--- src/design/u8d_pkg.sv ---
// ----------------------------------------------------------------------------
// u8d_pkg
// Shared types, constants and the byte-class lookup function for the UTF-8 DFA decoder.
// ----------------------------------------------------------------------------
package u8d_pkg;

    localparam int unsigned BYTE_W   = 8;
    localparam int unsigned CLASS_W  = 4;
    localparam int unsigned STATE_W  = 4;
    localparam int unsigned CODE_W   = 21;
    localparam int unsigned UNIT_W   = 16;
    localparam int unsigned N_STATES = 9;
    localparam int unsigned N_CLASS  = 16;

    // DFA states: accept, reject, and the mid-sequence states
    typedef enum logic [STATE_W-1:0] {
        ST_ACCEPT = 4'd0,
        ST_REJECT = 4'd1,
        ST_MID2   = 4'd2,
        ST_MID3   = 4'd3,
        ST_MID4   = 4'd4,
        ST_MID5   = 4'd5,
        ST_MID6   = 4'd6,
        ST_MID7   = 4'd7,
        ST_MID8   = 4'd8
    } dfa_state_t;

    // Result of one decode step, handed from the step logic to the top level
    typedef struct packed {
        dfa_state_t        state;
        logic [CODE_W-1:0] code;
        logic              emit;
    } step_res_t;

    // Transition ROM, indexed by state then by byte class
    localparam logic [STATE_W-1:0] NEXT_STATE [N_STATES][N_CLASS] = '{
        '{4'd0,4'd1,4'd2,4'd3,4'd5,4'd8,4'd7,4'd1,4'd1,4'd1,4'd4,4'd6,4'd1,4'd1,4'd1,4'd1},
        '{4'd1,4'd1,4'd1,4'd1,4'd1,4'd1,4'd1,4'd1,4'd1,4'd1,4'd1,4'd1,4'd1,4'd1,4'd1,4'd1},
        '{4'd1,4'd0,4'd1,4'd1,4'd1,4'd1,4'd1,4'd0,4'd1,4'd0,4'd1,4'd1,4'd1,4'd1,4'd1,4'd1},
        '{4'd1,4'd2,4'd1,4'd1,4'd1,4'd1,4'd1,4'd2,4'd1,4'd2,4'd1,4'd1,4'd1,4'd1,4'd1,4'd1},
        '{4'd1,4'd1,4'd1,4'd1,4'd1,4'd1,4'd1,4'd2,4'd1,4'd1,4'd1,4'd1,4'd1,4'd1,4'd1,4'd1},
        '{4'd1,4'd2,4'd1,4'd1,4'd1,4'd1,4'd1,4'd1,4'd1,4'd2,4'd1,4'd1,4'd1,4'd1,4'd1,4'd1},
        '{4'd1,4'd1,4'd1,4'd1,4'd1,4'd1,4'd1,4'd3,4'd1,4'd3,4'd1,4'd1,4'd1,4'd1,4'd1,4'd1},
        '{4'd1,4'd3,4'd1,4'd1,4'd1,4'd1,4'd1,4'd3,4'd1,4'd3,4'd1,4'd1,4'd1,4'd1,4'd1,4'd1},
        '{4'd1,4'd3,4'd1,4'd1,4'd1,4'd1,4'd1,4'd1,4'd1,4'd1,4'd1,4'd1,4'd1,4'd1,4'd1,4'd1}
    };

    // Map a raw byte to its character class
    function automatic logic [CLASS_W-1:0] byte_class(input logic [BYTE_W-1:0] b);
        logic [CLASS_W-1:0] cls;
        priority if (b <= 8'h7F) begin
            cls = 4'd0;
        end else if (b <= 8'h8F) begin
            cls = 4'd1;
        end else if (b <= 8'h9F) begin
            cls = 4'd9;
        end else if (b <= 8'hBF) begin
            cls = 4'd7;
        end else if (b <= 8'hC1) begin
            cls = 4'd8;
        end else if (b <= 8'hDF) begin
            cls = 4'd2;
        end else if (b == 8'hE0) begin
            cls = 4'd10;
        end else if (b == 8'hED) begin
            cls = 4'd4;
        end else if (b <= 8'hEF) begin
            cls = 4'd3;
        end else if (b == 8'hF0) begin
            cls = 4'd11;
        end else if (b <= 8'hF3) begin
            cls = 4'd6;
        end else if (b == 8'hF4) begin
            cls = 4'd5;
        end else begin
            cls = 4'd8;
        end
        return cls;
    endfunction

endpackage

--- src/design/utf8_dfa_decoder.sv ---
// A code unit appears on m_ in the cycle after its final byte is accepted.
// Throughput: one byte per cycle while s_ready is high; the DFA state and code registers close the loop.
// A byte is taken whenever the result register is empty or being drained.
// Reset (aresetn low, synchronous) returns the DFA to accept, clears the
// partial code point and empties the result register.
// ----------------------------------------------------------------------------
// utf8_dfa_decoder
// Streaming UTF-8 decoder that emits 16-bit code units.
// ----------------------------------------------------------------------------
module utf8_dfa_decoder import u8d_pkg::*; (
    input  logic               aclk,
    input  logic               aresetn,
    input  logic               s_valid,
    output logic               s_ready,
    input  logic [BYTE_W-1:0]  s_text_byte,
    input  logic               s_start_of_text,
    output logic               m_valid,
    input  logic               m_ready,
    output logic [UNIT_W-1:0]  m_code_unit
);

    dfa_state_t          state_reg;
    logic [CODE_W-1:0]   code_reg;
    logic                m_valid_reg;
    logic                m_valid_next;
    logic [UNIT_W-1:0]   unit_reg;
    logic                in_fire;
    step_res_t           step;

    u8d_step u_step (
        .text_byte     (s_text_byte),
        .start_of_text (s_start_of_text),
        .state_cur     (state_reg),
        .code_cur      (code_reg),
        .res           (step)
    );

    // Accept a word when the result register is free or drains this cycle
    assign s_ready = !m_valid_reg || m_ready;
    assign in_fire = s_valid && s_ready;

    // Result register occupancy
    always_comb begin
        if (in_fire) begin
            m_valid_next = step.emit;
        end else if (m_ready) begin
            m_valid_next = 1'b0;
        end else begin
            m_valid_next = m_valid_reg;
        end
    end

    // Advance DFA state and hold result
    always_ff @(posedge aclk) begin
        if (!aresetn) begin
            state_reg   <= ST_ACCEPT;
            code_reg    <= '0;
            m_valid_reg <= 1'b0;
        end else begin
            m_valid_reg <= m_valid_next;
            if (in_fire) begin
                state_reg <= step.state;
                code_reg  <= step.code;
            end
        end
    end

    // Capture the code unit payload
    always_ff @(posedge aclk) begin
        if (in_fire && step.emit) begin
            unit_reg <= step.code[UNIT_W-1:0];
        end
    end

    assign m_valid     = m_valid_reg;
    assign m_code_unit = unit_reg;

endmodule

--- src/design/u8d_step.sv ---
// ----------------------------------------------------------------------------
// u8d_step
// One DFA step: classify the byte, look up the next state, assemble the
// code point and flag a completed code unit.
// ----------------------------------------------------------------------------
module u8d_step import u8d_pkg::*; (
    input  logic [BYTE_W-1:0]  text_byte,
    input  logic               start_of_text,
    input  dfa_state_t         state_cur,
    input  logic [CODE_W-1:0]  code_cur,
    output step_res_t          res
);

    logic [CLASS_W-1:0]  cls;
    dfa_state_t          state_eff;
    dfa_state_t          state_nxt;
    logic [CODE_W-1:0]   code_nxt;

    // Apply start flag, fold unreachable codes into reject
    always_comb begin
        cls = byte_class(text_byte);
        if (start_of_text) begin
            state_eff = ST_ACCEPT;
        end else if (state_cur > ST_MID8) begin
            state_eff = ST_REJECT;
        end else begin
            state_eff = state_cur;
        end
    end

    // Next state from the transition ROM
    always_comb begin
        state_nxt = dfa_state_t'(NEXT_STATE[state_eff][cls]);
    end

    // Load lead-byte payload bits or shift in six continuation bits
    always_comb begin
        if (state_eff == ST_ACCEPT) begin
            code_nxt = {{(CODE_W-BYTE_W){1'b0}}, (8'hFF >> cls) & text_byte};
        end else begin
            code_nxt = {code_cur[CODE_W-7:0], text_byte[5:0]};
        end
    end

    // Emit only a complete code point that fits in one code unit
    always_comb begin
        res.state = state_nxt;
        res.code  = code_nxt;
        res.emit  = (state_nxt == ST_ACCEPT) && (code_nxt[CODE_W-1:UNIT_W] == '0);
    end

endmodule

--- config.mk ---
export PLATFORM = sky130hd
export DESIGN_NAME = utf8_dfa_decoder
export DESIGN_NICKNAME = d
export VERILOG_FILES = /design/src/design/u8d_pkg.sv /design/src/design/utf8_dfa_decoder.sv /design/src/design/u8d_step.sv
export SDC_FILE = /design/constraint.sdc
export NUM_CORES = 1
export LEC_CHECK = 0
export BUFFER_PORTS_ARGS = -buffer_cell sky130_fd_sc_hd__buf_2
export CAP_MARGIN = 20
export CORE_MARGIN = 8
export CORE_UTILIZATION = 45
export DETAILED_ROUTE_END_ITERATION = 12
export GPL_TIMING_DRIVEN = 0
export MAX_ROUTING_LAYER = met4
export PLACE_DENSITY = 0.68
export RECOVER_POWER = 100
export SYNTH_ARGS = -nofsm -noshare
export SYNTH_HDL_FRONTEND = slang
export SYNTH_SLANG_ARGS = --single-unit
--- constraint.sdc ---
create_clock -name aclk -period 3.4 [get_ports aclk]
set_clock_uncertainty 0.05 [all_clocks]
set_input_delay 0.17 -clock aclk [delete_from_list [all_inputs] [get_ports aclk]]
set_output_delay 0.17 -clock aclk [all_outputs]
set_load 0.02 [all_outputs]
=== After elaboration in Yosys (flattened, before gate mapping) ===
Memories as Yosys holds them, arrays and structs flattened.
Index checks and enable logic that the tools add are counted.
W data, S select, Z words.

* Register bits after elaboration: 36
* Bits in read-only memories: 1024
* Input bits: 13
* Output and inout port bits: 18
* Logic and storage cells: 55
* Memories kept: 1

* Magnitude comparators: 11
* Eq/ne operators: 4
* Shift operators: 1
* Multiplexer cells: 22
* Bitwise operators: 3
* Reduce and logical (&&, ||, !) cells: 9

{| class="wikitable"
|+ Memory list
! memory !! depth !! bits a word !! rd ports !! clocked after memory_dff !! wr ports !! RTL line !! RTL
|-
| (name not given) || 16 || 64 || 1 || 0 || 0 || u8d_step.sv:33 || <nowiki>state_nxt = dfa_state_t'(NEXT_STATE[state_eff][cls]);</nowiki>
|}

{| class="wikitable"
|+ Operator list
! cell !! number
|-
| $mux W64 || 2
|-
| $mux W4 || 16
|-
| $le A8 B8 Y1 const B || 7
|-
| $eq A8 B8 Y1 const B || 4
|-
| $mux W21 || 1
|-
| $bmux W4 S4 || 1
|-
| $ge A5 B5 Y1 const B || 2
|-
| $not A4 Y5 || 2
|-
| $and A8 B8 Y8 || 1
|-
| $le A8 B7 Y1 const B || 1
|-
| $logic_not A4 Y1 || 2
|-
| $shr A8 B4 Y8 const A || 1
|-
| $logic_not A5 Y1 || 1
|-
| $gt A4 B4 Y1 const B || 1
|-
| $logic_and A1 B1 Y1 || 3
|-
| $mux W1 || 2
|-
| $reduce_bool A2 Y1 || 1
|-
| $logic_not A1 Y1 || 1
|-
| $logic_or A1 B1 Y1 || 1
|}

=== Logic depth before layout (Yosys ltp) ===
* Depth in word-level cells: 20
* Depth in mapped cells: 9
* Gate-level depth less buffers: 7

=== By module ===
Synthesis repeated with hierarchy kept, for this count alone.

* Cell total of the unflattened synthesis: 253
* Area total of the unflattened synthesis: 2336.0 µm²

{| class="wikitable"
|+ By module, submodules not included
! module !! instances !! cells each !! area each (µm²) !! sequential area each (µm²)
|-
| utf8_dfa_decoder || 1 || 131 || 1555.2 || 1001.0
|-
| u8d_step || 1 || 122 || 780.7 || 0.0
|}

=== Worst setup path before layout ===
No wires, ideal clock.

* Kind: register to register
* From: register state_reg[1]
* To: register unit_reg[0], in the netlist m_code_unit[0] (enable)
* Library setup time: 409 ps
* Arrival time: 2907 ps
* Data required time: 2941 ps
* Slack: 33 ps
* Cell stages (with the launch flop): 9
* Path buffers: 1
* Clock period less this slack: 3367 ps
* Path through: dfxtp_1 -> clkbuf_1 -> nor4_1 -> or2_0 -> o21ai_1 -> or2_0 -> a31o_2 -> and2_1 -> nor3_1

* Longest elaborated chain between the ends: 13
* Elaborated cells on any way between the ends: 16
* Those cells by class: order compare (1); mux (8); bitwise (1); reduce/logical (5); memory (1)

{| class="wikitable"
|+ RTL lines
! element !! RTL line !! RTL
|-
| from (decl) || utf8_dfa_decoder.sv:22 || <nowiki>dfa_state_t state_reg;</nowiki>
|-
| from (signal assigned) || utf8_dfa_decoder.sv:62 || <nowiki>state_reg <= step.state;</nowiki>
|-
| $gt A4 B4 Y1 || u8d_step.sv:24 || <nowiki>end else if (state_cur > ST_MID8) begin</nowiki>
|-
| $mux W4 (*) || u8d_step.sv:24 ||
|-
| $mux W4 (*) || u8d_step.sv:22 || <nowiki>if (start_of_text) begin</nowiki>
|-
| $not A4 Y5 (not written as such) || u8d_step.sv:33 ||
|-
| $mem_v2 Z16 W64 || - ||
|-
| $mux W64 (not written as such) (2 in a row) || u8d_step.sv:33 ||
|-
| $bmux W4 S4 || u8d_step.sv:33 ||
|-
| $mux W4 (not written as such) (2 in a row) || u8d_step.sv:33 ||
|-
| $logic_not A4 Y1 || u8d_step.sv:49 || <nowiki>res.emit = (state_nxt == ST_ACCEPT) && (code_nxt[CODE_W-1:UNIT_W] == '0);</nowiki>
|-
| $logic_and A1 B1 Y1 (*) || u8d_step.sv:49 ||
|-
| $logic_and A1 B1 Y1 (*) || utf8_dfa_decoder.sv:70 || <nowiki>if (in_fire && step.emit) begin</nowiki>
|-
| to (signal assigned) || utf8_dfa_decoder.sv:71 || <nowiki>unit_reg <= step.code[UNIT_W-1:0];</nowiki>
|-
| to (decl) || utf8_dfa_decoder.sv:26 || <nowiki>logic [UNIT_W-1:0] unit_reg;</nowiki>
|}

Mark *: on every way between the ends. The rest lies on a longest branch, timed or not. The select of a mux whose other input is x is not followed.
A chain may end at the register's enable or synchronous reset.

=== Worst setup path in the final report ===
* From: input port s_text_byte[3]
* To: register unit_reg[3], in the netlist m_code_unit[3] (enable)

* Longest elaborated chain between the ends: 20
* Elaborated cells on any way between the ends: 31
* Those cells by class: order compare (8); eq/ne (4); mux (15); bitwise (1); reduce/logical (3)

{| class="wikitable"
|+ RTL lines
! element !! RTL line !! RTL
|-
| from (decl) || utf8_dfa_decoder.sv:15 || <nowiki>input logic [BYTE_W-1:0] s_text_byte,</nowiki>
|-
| parallel branches: the longest is 12 deep, another holds $le A8 B8 Y1 || - ||
|-
| $mux W4 (*) || u8d_pkg.sv:51 || <nowiki>priority if (b <= 8'h7F) begin</nowiki>
|-
| $not A4 Y5 (not written as such) (*) || u8d_step.sv:33 ||
|-
| $bmux W4 S4 (*) || u8d_step.sv:33 ||
|-
| $mux W4 (not written as such) (*) (2 in a row) || u8d_step.sv:33 ||
|-
| $logic_not A4 Y1 (*) || u8d_step.sv:49 ||
|-
| $logic_and A1 B1 Y1 (*) || u8d_step.sv:49 ||
|-
| $logic_and A1 B1 Y1 (*) || utf8_dfa_decoder.sv:70 ||
|}

Mark *: on every way between the ends. The select of a mux whose other input is x is not followed.

==> metrics.csv <==
metric,value,unit
status,"complete, no violations",
final_common_cell,nand2_1,
diodes,0,
cts_root_buffer,clkbuf_8,
worstSetupEndpointType,register,
placed_area,2130,um2
grt_pass1_wl,7620,um
fin_area,2200,um2
post_cts_buffers,0,
grt-ovfl-total,0,
syn-num-nets,229,
vias_per_cell,5.50,
place_inst,296,
yosysWarnings,0,
relSlewSlack,37.6,%
min_from,aresetn,
rsz0062_at_grt,false,
p_sw_share,27.0,%
min_delay_worst_endpoint,m_valid,
ctsResizeCount,0,
required,3.34,ns
ys_ff_latch,36,
syn_area_per_cell,8.82,um2
synth_compound_area_share,20.9,%
path_max_fanout,14,
fin_nets,266,
p_clk_share,35.0,%
p_switching,0.281,mW
clock_sinks,36,
final_cells,304,
p_int,0.760,mW
finalHoldViolCount,0,
synthSimpleGateAreaFrac,27.7,%
io_buffers,29,
grt_antenna_before_repair,0,
drive_above_1_share,10.6,%
pin_count,31,
postSynthCellCount,216,
synth.cell_area,1900,um2
timing.fmax,345,MHz
grt_usage,15.0,%
core,4030,um2
clk_pin_slew,0.07,ns
num_rows,23,
cts_made_buffers,5,
largest_reg_flops,16,
finalSetupViolations,0,
synth_fa_ha_area_share,0,%
drtIter0Drc,145,
h-tree-depth,2,
layout_setup_ws,0.504,ns
tritoncts,yes,
r2r_cells,9,
synth-xor-area-share,0,%
power.total,1.04,mW
cp.arrival,2.83,ns
fill_cells,405,
hold_buffers,0,
powerDensity,473,nW/um2
drv_slew,0,
die_area,6570,um2
dp_slack,0.533,ns
synth_edf_count,16,
wirelength,4420,um
synth_cell_types,48,
grt_max_degree,15,
floorplan.initialDensity,47.3,%
remaining_drc_errors,0,
maxCapViolCount,0,
comb_power_share,18.1,%
p_leak,0.769,nW
synth_top_family_by_area,simple AND/OR/NAND/NOR gates,
async_flop_share,0,%
hold_class,in -> reg,
fin_crit,2.90,ns
fin_crit_sh,85.2,%
tightest_slew,0.926,ns
reg2reg_slack,0.51,ns
first_pass_iters,4,
gp_congestion,0.898,
finish.utilization,54.7,%
die_y,81.1,um
final_antenna_net_count,0,
clk-insertion-delay-late,0.28,ns
final_cell_mix,"38 x nand2_1, 30 x clkbuf_1, 20 x dfxtp_1",
vias,1671,
reg2reg_to,m_code_unit[3],
wl_per_cell,14.5,um
worstSetupPathType,in -> reg,
place_hpwl,3250,um
die_x,81.1,um
seq_power_share,46.9,%
r2r_start,state_reg[1],
peakVddDrop,0.000252,V
setup.worst_path.start_class,input pin,
synth_top_flop_cell,dfxtp_1,
synthMuxAreaShare,1.58,%
cts.path.max_buffers,2,
grt_pass1_vias,1653,
hold_depth,3,
area_growth,15.7,%
whs,0.150,ns
seq_area_frac_synth,46.3,%
fin_tns_setup,0,ns
## layer usage
layer | wire length, um | up-vias | global-route usage (%)
li1 | - | 854 | -
met1 | 2140 | 772 | 18.7
met3 | 247 | 2 | 4.64
met5 | 0 | - | -
met2 | 2010 | 43 | 22.9
met4 | 19 | 0 | 3.93
## how the worst max path moves through the flow
stage	slack (ns)	start	depth (start not counted)	end
finish	0.50	s_text_byte[3]	10	m_code_unit[3]
CTS	0.53	state_reg[1]	9	m_code_unit[2]
global placement	-0.61	s_text_byte[3]	9	m_code_unit[2]
global route	0.25	s_text_byte[3]	10	m_code_unit[2]
floorplan	0.03	state_reg[1]	8	m_code_unit[0]
detailed placement	0.53	s_text_byte[3]	10	m_code_unit[2]
## logic make-up after synthesis
logic type / count (synthesis)
muxes: 3
and+or+nand+nor: 102
DFF: 36
buffers and inverters: 15
AOI/OAI and AO/OA: 60
## critical path, cell delays in order
cell,delay (ns)
clkbuf_1,0.08
clkbuf_1,0.32
nor4_1,0.13
a32o_1,0.26
o21ai_0,0.72
nand3_1,0.16
a31o_2,0.29
and2_0,0.17
nor3_2,0.30
buf_6,0.23
## power groups by stage
stage / Clock, mW / Sequential [mW] / Combinational (mW)
5_1_grt: 0.399 / 0.491 / 0.209
3_3_place_gp: 0 / 0.498 / 0.188
6_report: 0.364 / 0.489 / 0.188
4_1_cts: 0.368 / 0.488 / 0.195
2_1_floorplan: 0 / 0.520 / 0.112
3_5_place_dp: 0 / 0.498 / 0.194
## synth_stat cells, types with 3 or more instances
master,count,share of area (%)
edfxtp_1,16,25
nor2_1,15,3.0
nand3_1,3,0.79
buf_2,3,0.79
a21oi_1,18,4.7
o21ai_1,3,0.79
and2_1,13,4.3
a31oi_1,3,0.99
o21a_1,3,1.2
or2_0,3,0.99
a21boi_0,3,1.2
o211ai_1,3,1.2
nand2_1,38,7.5
nor4_1,3,0.99
dfxtp_1,20,21
clkbuf_1,9,1.8
mux2i_1,3,1.6
nor2b_1,3,0.99
nand2b_1,3,0.99
or2_1,3,0.99
o21ai_0,11,2.9
## area by class of cell
cell class	instances	area, um2	share of cell area, %
tap	50	62.6	2.84
inverter	2	7.51	0.341
timing repair buffer	30	133	6.02
buffer	13	58.8	2.67
clock inverter	2	35.0	1.59
clock buffer	6	72.6	3.29
sequential	36	881	40.0
multi-input combinational	165	953	43.3
No activity file was read; power rests on OpenSTA's default activity.
